[src/hdl/polyphase_fir_decimator_unit_macros.svh]
// Assertion macros for the polyphase FIR decimator.
// They expect signals named clk and rst_n in the scope where they are used.
`ifndef POLYPHASE_FIR_DECIMATOR_UNIT_MACROS_SVH
`define POLYPHASE_FIR_DECIMATOR_UNIT_MACROS_SVH
`ifndef SYNTHESIS
`define PFD_ASSERT_NEVER(label, cond) \
    label: assert property (@(posedge clk) disable iff (!rst_n) !(cond)) \
        else $error("pfd assertion failed: forbidden condition");
`define PFD_ASSERT_NEXT(label, pre, post) \
    label: assert property (@(posedge clk) disable iff (!rst_n) (pre) |=> (post)) \
        else $error("pfd assertion failed: expected follow-up missing");
`else
`define PFD_ASSERT_NEVER(label, cond)
`define PFD_ASSERT_NEXT(label, pre, post)
`endif
`endif

[src/hdl/pfd_pkg.sv]
package pfd_pkg;

    localparam int SMP_W      = 8;
    localparam int COEF_W     = 16;
    localparam int PROD_W     = SMP_W + COEF_W;
    localparam int ACC_W      = 32;
    localparam int OUT_W      = 16;
    localparam int OUT_LSB    = 7;
    localparam int TABLE_ROWS = 5;
    localparam int TABLE_COLS = 5;

    typedef struct packed {
        logic signed [SMP_W-1:0] sample;
        logic                    sample_last;
    } pfd_in_t;

    typedef struct packed {
        logic signed [OUT_W-1:0] filtered;
        logic                    filtered_last;
    } pfd_out_t;

    // Q1.15 coefficients, one row per branch, truncated toward minus infinity.
    localparam logic signed [COEF_W-1:0] COEF_Q15 [TABLE_ROWS][TABLE_COLS] = '{
        '{  -16'sd73,   16'sd465,  16'sd4623,   16'sd630,   16'sd625 },
        '{ -16'sd227,  -16'sd458,  16'sd8572, -16'sd1542,   16'sd249 },
        '{  -16'sd98, -16'sd1562, 16'sd10222, -16'sd1562,   -16'sd98 },
        '{  16'sd249, -16'sd1542,  16'sd8572,  -16'sd458,  -16'sd227 },
        '{  16'sd625,   16'sd630,  16'sd4623,   16'sd465,   -16'sd73 }
    };

    // Entries outside the built-in table read as zero.
    function automatic logic signed [COEF_W-1:0] coef_at(input int row, input int col);
        logic signed [COEF_W-1:0] c;
        c = '0;
        if (row < TABLE_ROWS && col < TABLE_COLS)
        begin
            c = COEF_Q15[row][col];
        end
        return c;
    endfunction

endpackage

[src/hdl/pfd_ram.sv]
module pfd_ram #(
    parameter int WIDTH = 40,
    parameter int DEPTH = 5
) (
    input  logic                                   clk,
    input  logic                                   we,
    input  logic [((DEPTH > 1) ? $clog2(DEPTH) : 1)-1:0] waddr,
    input  logic [WIDTH-1:0]                       wdata,
    input  logic                                   re,
    input  logic [((DEPTH > 1) ? $clog2(DEPTH) : 1)-1:0] raddr,
    output logic [WIDTH-1:0]                       rdata
);

    logic [WIDTH-1:0] mem [DEPTH];
    logic [WIDTH-1:0] rdata_reg;

    always_ff @(posedge clk)
    begin
        if (we)
        begin
            mem[waddr] <= wdata;
        end
        if (re)
        begin
            rdata_reg <= mem[raddr];
        end
    end

    assign rdata = rdata_reg;

endmodule

[src/hdl/pfd_tap_mac.sv]
module pfd_tap_mac #(
    parameter int TAPS = 5,
    parameter int PH_W = 3
) (
    input  logic [TAPS*pfd_pkg::SMP_W-1:0]  row_old,
    input  logic                            row_ok,
    input  logic signed [pfd_pkg::SMP_W-1:0] sample,
    input  logic [PH_W-1:0]                 branch,
    output logic [TAPS*pfd_pkg::SMP_W-1:0]  row_new,
    output logic [TAPS*pfd_pkg::PROD_W-1:0] prods
);

    import pfd_pkg::*;

    logic signed [SMP_W-1:0]  tap_old [TAPS];
    logic signed [SMP_W-1:0]  tap_new [TAPS];
    logic signed [COEF_W-1:0] coef    [TAPS];
    logic signed [PROD_W-1:0] prod    [TAPS];

    // A row that was never written holds zeros.
    always_comb
    begin
        for (int t = 0; t < TAPS; t++)
        begin
            tap_old[t] = row_ok ? row_old[t*SMP_W +: SMP_W] : '0;
        end
        tap_new[0] = sample;
        for (int t = 1; t < TAPS; t++)
        begin
            tap_new[t] = tap_old[t-1];
        end
        for (int t = 0; t < TAPS; t++)
        begin
            coef[t] = coef_at(int'(branch), t);
            prod[t] = tap_new[t] * coef[t];
            row_new[t*SMP_W +: SMP_W]   = tap_new[t];
            prods[t*PROD_W +: PROD_W]   = prod[t];
        end
    end

endmodule

[src/hdl/polyphase_fir_decimator_unit.sv]
// A result word appears on flt once the last sample of its group has passed stage 1, stage 2 and the output register.
// Throughput: one sample word per cycle while smp_stall is low, one result word per PHASES samples.
// Each sample reads its branch row from the delay-line RAM and writes it back when it leaves stage 1.
// Reset clears the phase counter, accumulator, row valid bits and all pipeline valids.
// The delay-line RAM itself is not cleared; rows never written read as zero.
`include "polyphase_fir_decimator_unit_macros.svh"

module polyphase_fir_decimator_unit #(
    parameter int PHASES         = 5,
    parameter int TAPS_PER_PHASE = 5
) (
    input  logic              clk,
    input  logic              rst_n,
    input  logic              smp_valid,
    output logic              smp_stall,
    input  pfd_pkg::pfd_in_t  smp,
    output logic              flt_valid,
    input  logic              flt_stall,
    output pfd_pkg::pfd_out_t flt
);

    import pfd_pkg::*;

    localparam int PH_W  = $clog2(PHASES);
    localparam int ROW_W = TAPS_PER_PHASE * SMP_W;
    localparam int PRD_W = TAPS_PER_PHASE * PROD_W;

    // Sample-side control: the phase counter picks the branch, which runs
    // from the highest branch down to zero.
    logic [PH_W-1:0]   phase_reg;
    logic [PH_W-1:0]   branch_now;
    logic              emit_now;
    logic              accept;
    logic [PHASES-1:0] row_ok_reg;

    // Stage 1: RAM read data is valid, the row is shifted and written back.
    logic              s1_valid_reg;
    pfd_in_t           s1_word_reg;
    logic [PH_W-1:0]   s1_branch_reg;
    logic              s1_emit_reg;
    logic              s1_row_ok_reg;
    logic              s1_move;

    // Stage 2: registered products, summed into the accumulator.
    logic              s2_valid_reg;
    logic [PRD_W-1:0]  s2_prod_reg;
    logic              s2_emit_reg;
    logic              s2_last_reg;
    logic              s2_move;

    logic [ACC_W-1:0]  acc_reg;
    logic [ACC_W-1:0]  s2_sum;
    logic [ACC_W-1:0]  acc_sum;

    // Output register; it parts the result side from the sample side.
    logic              out_valid_reg;
    pfd_out_t          out_reg;
    pfd_out_t          out_next;
    logic              out_free;

    logic [ROW_W-1:0]  row_rd;
    logic [ROW_W-1:0]  row_new;
    logic [PRD_W-1:0]  prods;

    assign branch_now = PH_W'(PHASES - 1) - phase_reg;
    assign emit_now   = (phase_reg == PH_W'(PHASES - 1));

    // Only a word that must emit while the output register is occupied and
    // stalled blocks the pipe; every other word flows on.
    assign out_free  = !out_valid_reg || !flt_stall;
    assign s2_move   = s2_valid_reg && (!s2_emit_reg || out_free);
    assign s1_move   = s1_valid_reg && (!s2_valid_reg || s2_move);
    assign smp_stall = s1_valid_reg && !s1_move;
    assign accept    = smp_valid && !smp_stall;

    // One row per branch. Consecutive samples always hit different rows, so
    // the write-back of a row lands before that row is read again.
    pfd_ram #(
        .WIDTH (ROW_W),
        .DEPTH (PHASES)
    ) u_delay_ram (
        .clk   (clk),
        .we    (s1_move),
        .waddr (s1_branch_reg),
        .wdata (row_new),
        .re    (accept),
        .raddr (branch_now),
        .rdata (row_rd)
    );

    pfd_tap_mac #(
        .TAPS (TAPS_PER_PHASE),
        .PH_W (PH_W)
    ) u_tap_mac (
        .row_old (row_rd),
        .row_ok  (s1_row_ok_reg),
        .sample  (s1_word_reg.sample),
        .branch  (s1_branch_reg),
        .row_new (row_new),
        .prods   (prods)
    );

    always_comb
    begin
        s2_sum = '0;
        for (int t = 0; t < TAPS_PER_PHASE; t++)
        begin
            s2_sum = s2_sum + ACC_W'($signed(s2_prod_reg[t*PROD_W +: PROD_W]));
        end
        acc_sum = acc_reg + s2_sum;
        out_next.filtered      = acc_sum[OUT_LSB +: OUT_W];
        out_next.filtered_last = s2_last_reg;
    end

    always_ff @(posedge clk or negedge rst_n)
    begin
        if (!rst_n)
        begin
            phase_reg     <= '0;
            row_ok_reg    <= '0;
            s1_valid_reg  <= 1'b0;
            s2_valid_reg  <= 1'b0;
            acc_reg       <= '0;
            out_valid_reg <= 1'b0;
        end
        else
        begin
            if (accept)
            begin
                phase_reg <= emit_now ? '0 : phase_reg + 1'b1;
            end
            if (s1_move)
            begin
                row_ok_reg[s1_branch_reg] <= 1'b1;
            end
            if (accept)
            begin
                s1_valid_reg <= 1'b1;
            end
            else if (s1_move)
            begin
                s1_valid_reg <= 1'b0;
            end
            if (s1_move)
            begin
                s2_valid_reg <= 1'b1;
            end
            else if (s2_move)
            begin
                s2_valid_reg <= 1'b0;
            end
            if (s2_move)
            begin
                acc_reg <= s2_emit_reg ? '0 : acc_sum;
            end
            if (s2_move && s2_emit_reg)
            begin
                out_valid_reg <= 1'b1;
            end
            else if (!flt_stall)
            begin
                out_valid_reg <= 1'b0;
            end
        end
    end

    // Payload registers carry no reset.
    always_ff @(posedge clk)
    begin
        if (accept)
        begin
            s1_word_reg   <= smp;
            s1_branch_reg <= branch_now;
            s1_emit_reg   <= emit_now;
            s1_row_ok_reg <= row_ok_reg[branch_now];
        end
        if (s1_move)
        begin
            s2_prod_reg <= prods;
            s2_emit_reg <= s1_emit_reg;
            s2_last_reg <= s1_word_reg.sample_last;
        end
        if (s2_move && s2_emit_reg)
        begin
            out_reg <= out_next;
        end
    end

    assign flt_valid = out_valid_reg;
    assign flt       = out_reg;

    // An emitting word must show up on the output and leave a cleared sum.
    `PFD_ASSERT_NEXT(a_emit_shows, s2_move && s2_emit_reg, out_valid_reg && acc_reg == '0)
    // A sample word may never enter while stage 1 is held.
    `PFD_ASSERT_NEVER(a_no_accept_on_hold, accept && s1_valid_reg && !s1_move)
    // The fifth sample of a group returns the phase counter to zero.
    `PFD_ASSERT_NEXT(a_phase_wraps, accept && emit_now, phase_reg == '0)

endmodule

[config.mk]
export PLATFORM = sky130hd
export DESIGN_NAME = polyphase_fir_decimator_unit
export DESIGN_NICKNAME = d
export VERILOG_FILES = /design/src/hdl/pfd_pkg.sv /design/src/hdl/pfd_ram.sv /design/src/hdl/pfd_tap_mac.sv /design/src/hdl/polyphase_fir_decimator_unit.sv
export VERILOG_INCLUDE_DIRS = /design/src /design/src/hdl
export SDC_FILE = /design/constraint.sdc
export NUM_CORES = 2
export LEC_CHECK = 0
export CAP_MARGIN = 30
export CORE_AREA = 4 4 394 299
export DETAILED_ROUTE_END_ITERATION = 12
export DIE_AREA = 0 0 398 303
export DONT_BUFFER_PORTS = 1
export GPL_TIMING_DRIVEN = 0
export PLACE_DENSITY = 0.46
export SKIP_LAST_GASP = 1
export SYNTH_ARGS = -nofsm -noshare
export SYNTH_HDL_FRONTEND = slang
export SYNTH_SLANG_ARGS = --single-unit
[constraint.sdc]
create_clock -name clk -period 7.15 [get_ports clk]
set_input_delay 2.145 -clock clk [delete_from_list [all_inputs] [get_ports clk]]
set_output_delay 2.145 -clock clk [all_outputs]
set_load 0.005 [all_outputs]
==> results.py <==
metrics = {
    "run_status": {
        "outcome": "complete, no violations",
    },
    "clock_network": {
        "root_buffer": "clkbuf_16",
        "clkLatencyLatePin_ps": 600,
        "cts_tree": "done",
        "h-tree-depth": 2,
        "cts_sinks": 374,
        "clk_pin_slew_ps": 70,
        "cts_buffers": 43,
        "clk_path_buf_depth": 3,
    },
    "die": {
        "die-height_um": 303,
        "initial_core_util_pct": 29.9,
        "core-area_sq_um": 113000,
        "fp.dieW_um": 398,
        "ios": 32,
        "fp-row-count": 107,
        "die-area_sq_um": 121000,
    },
    "yosys": {
        "yosys_warnings": 0,
        "synth_seq_cells": 374,
        "synth_edf_count": 340,
        "synth_ff_type": "edfxtp_1",
        "yosysTopAreaCell": "edfxtp_1",
        "syn-cell-area_sq_um": 33900,
        "syn-instance-count": 3092,
        "yosysSeqAreaShare_pct": 32.6,
        "synthTopCellsByArea": "edfxtp_1 (30%), fa_1 (27%), ha_1 (10%)",
        "synth.distinct_cells": 70,
        "syn_nets": 3837,
        "synth_top_area_share_pct": 30.1,
        "async_reset_ff_share_pct": 9.09,
        "synth_area_per_cell_sq_um": 11.0,
    },
    "critical_path": {
        "critPathKind": "reg2reg",
        "worstSetupStartpoint": "s1_branch_reg[0]",
        "worst-r2r-setup-slack_ps": 230,
        "cp_max_fo": 10,
        "start_kind": "register",
        "required_ps": 7480,
        "worstReg2RegStart": "s1_branch_reg[0]",
        "endpoint_kind": "register",
        "slowest_stage": "a21boi_1",
        "cpPeakStageDelay_ps": 640,
        "crit_chain": "clkbuf_4 > inv_1 > a21boi_1 > clkbuf_1 > nand2_1 > fa_1 > inv_1 > fa_1 > inv_1 > fa_1 > fa_1 > inv_1 > ha_1 > o21ai_0 > a21boi_0 > nor2_1 > a211oi_1 > a311oi_1 > a21oi_1 > a211oi_2 > a21oi_1 > xnor2_1",
        "cp.arrival_ps": 7250,
    },
    "grt": {
        "antenna_found_initial": 3,
        "grt_pass1_vias": 23200,
        "track_usage_pct": 16.0,
        "grt_start_max_net_pins": 77,
        "overflow": 0,
        "grt_pass1_wl_mm": 145,
    },
    "place": {
        "io_buffers": 0,
        "place_area_sq_um": 36300,
        "dp_hpwl_mm": 76.9,
        "gp_congestion": 0.878,
    },
    "job": {
        "maxCapViolCount": 0,
    },
    "detailed_routing": {
        "wl_per_cell_um": 19.7,
        "drt_iter0_markers": 1379,
        "drc": 0,
        "totalWireLength_mm": 93.1,
        "drt_first_pass_iters": 5,
        "ant_nets": 0,
        "via_per_inst": 4.54,
        "num_vias": 21500,
    },
    "sta": {
        "fin_crit_ps": 6920,
        "rsz0062_at_grt": "true",
        "max_freq_ghz": 0.145,
        "min_period_over_period_pct": 96.7,
        "worst_pin_slew_ps": 1020,
        "setup_viol": 0,
        "relSlewSlack_pct": 32.3,
        "hold_viol": 0,
        "finalMaxSlewViolations": 0,
        "skew_ps": 20.6,
    },
    "final_layout": {
        "final_cell_area_sq_um": 37800,
        "final_nets": 3910,
        "ff_latch_area_sq_um": 11100,
        "multi_input_area_sq_um": 19900,
        "largest_reg_flops": 160,
        "drive_gt1_share_pct": 7.19,
        "fillers": 11600,
        "area_growth_pct": 11.5,
    },
    "min_path": {
        "hold_start": "s1_word_reg[0]",
        "hold_path.class": "reg2reg",
    },
}
[cells in the mapped netlist (all sizes together), types with 15 or more instances]
library cell  instances
nand2b               22
a211oi               18
and3                 15
nand3                34
fa                  456
nand2               153
nor2b                39
inv                 759
mux4                 33
xor2                 25
a21o                 29
o21a                 22
dfrtp                34
a22o                 20
o21ai                58
ha                  276
xnor2                91
clkbuf               54
edfxtp              340
mux2                 32
a21oi                79
or2                  19
nor2                293
and2                 48
nor3                 35
[cell families (layout without fill, tap and decap cells)]
logic type               after synthesis  in the layout  share of synthesized area (%)
buffers and inverters                822            929                           9.09
multiplexers                          68             68                           3.34
AND/OR/NAND/NOR                      688            688                           9.24
XOR/XNOR                             116            116                           2.99
flip-flops                           374            374                           32.6
other                                  0              2                              0
AO/OA/AOI/OAI                        292            292                           5.67
adder cells (fa/ha/maj)              732            732                           37.1
[cell usage in the layout, fill, tap and decap left out, types with 8 or more instances in the layout]
cell | netlist | final
clkbuf_16 | 0 | 43
clkbuf_1 | 54 | 44
or2_2 | 19 | 19
inv_1 | 759 | 757
nand2b_1 | 22 | 22
clkinv_1 | 1 | 8
xor2_1 | 25 | 25
o21ai_0 | 46 | 46
ha_1 | 276 | 276
a22o_1 | 20 | 20
o21bai_1 | 10 | 10
nor2b_1 | 38 | 38
buf_4 | 0 | 8
nor3_1 | 35 | 32
fa_1 | 456 | 456
clkbuf_2 | 0 | 8
edfxtp_1 | 340 | 340
buf_6 | 0 | 8
a21oi_1 | 77 | 76
nand2_1 | 153 | 151
nor2_1 | 293 | 284
dfrtp_1 | 34 | 34
and3_1 | 15 | 15
a211oi_1 | 17 | 13
mux2_2 | 32 | 32
and2_1 | 48 | 48
o21a_1 | 22 | 22
mux4_2 | 33 | 33
o21ai_1 | 12 | 11
a21o_1 | 28 | 28
or3_1 | 13 | 13
nand3_1 | 34 | 34
buf_8 | 0 | 12
xnor2_1 | 91 | 90
[worst paths after layout]
check                      cells after the start              end
hold / removal                                 0      s2_last_reg
setup reg to reg                              22  s2_prod_reg[46]
hold reg to reg                                0      s2_last_reg
max in group asynchronous                      0      acc_reg[20]
min in group asynchronous                      0       acc_reg[2]
setup / recovery                              22  s2_prod_reg[46]
[critical path: cells and delay by family (launching register included)]
| family | cells | cell delay, ps |
|---|---|---|
| AO/OA/AOI/OAI | 8 | 2130 |
| XOR/XNOR | 1 | 160 |
| adder cells (fa/ha/maj) | 5 | 2300 |
| buffers and inverters | 6 | 1260 |
| flip-flops | 1 | 470 |
| AND/OR/NAND/NOR | 2 | 320 |
[per-stage QoR]
stage	std cells	TNS (ps)	hold WS (ps)	util, %	setup slack (ps)
after floorplan	3092	0	400	-	275
after global placement	4618	-287600	411	31.6	-3100
after detailed placement	4644	-11580	412	32.0	-1100
after CTS	4717	-1.09	429	33.2	-1.09
after global routing	4725	-91.6	439	33.4	-27.3
final	4727	0	428	33.4	233
[what timing repair did]
item | 4_1_cts | 5_1_grt
endpoints found under the setup margin | 35 | 25
buffers inserted | 0 | 6
gates resized for setup | 14 | 30
hold buffers | 0 | 0
[metal layers]
layer	wire (um)	GRT usage, %	vias up
met5	0	0	-
met4	1610	2.85	0
met3	8210	5.28	101
met2	37300	23.0	516
met1	46000	23.6	10900
li1	-	-	9970
[final cells by class]
type | count | share of cell area, %
antenna | 2 | 0.0132
buffer | 56 | 0.622
clock buffer | 51 | 2.95
clock inverter | 28 | 0.721
inverter | 760 | 7.55
multi-input combinational | 1896 | 52.6
sequential | 374 | 29.2
tap | 1526 | 5.05
timing repair buffer | 34 | 1.27
Power is left out: the tool's default activity adds up to more than one toggle a clock period on the data nets, which glitch-free logic cannot reach.
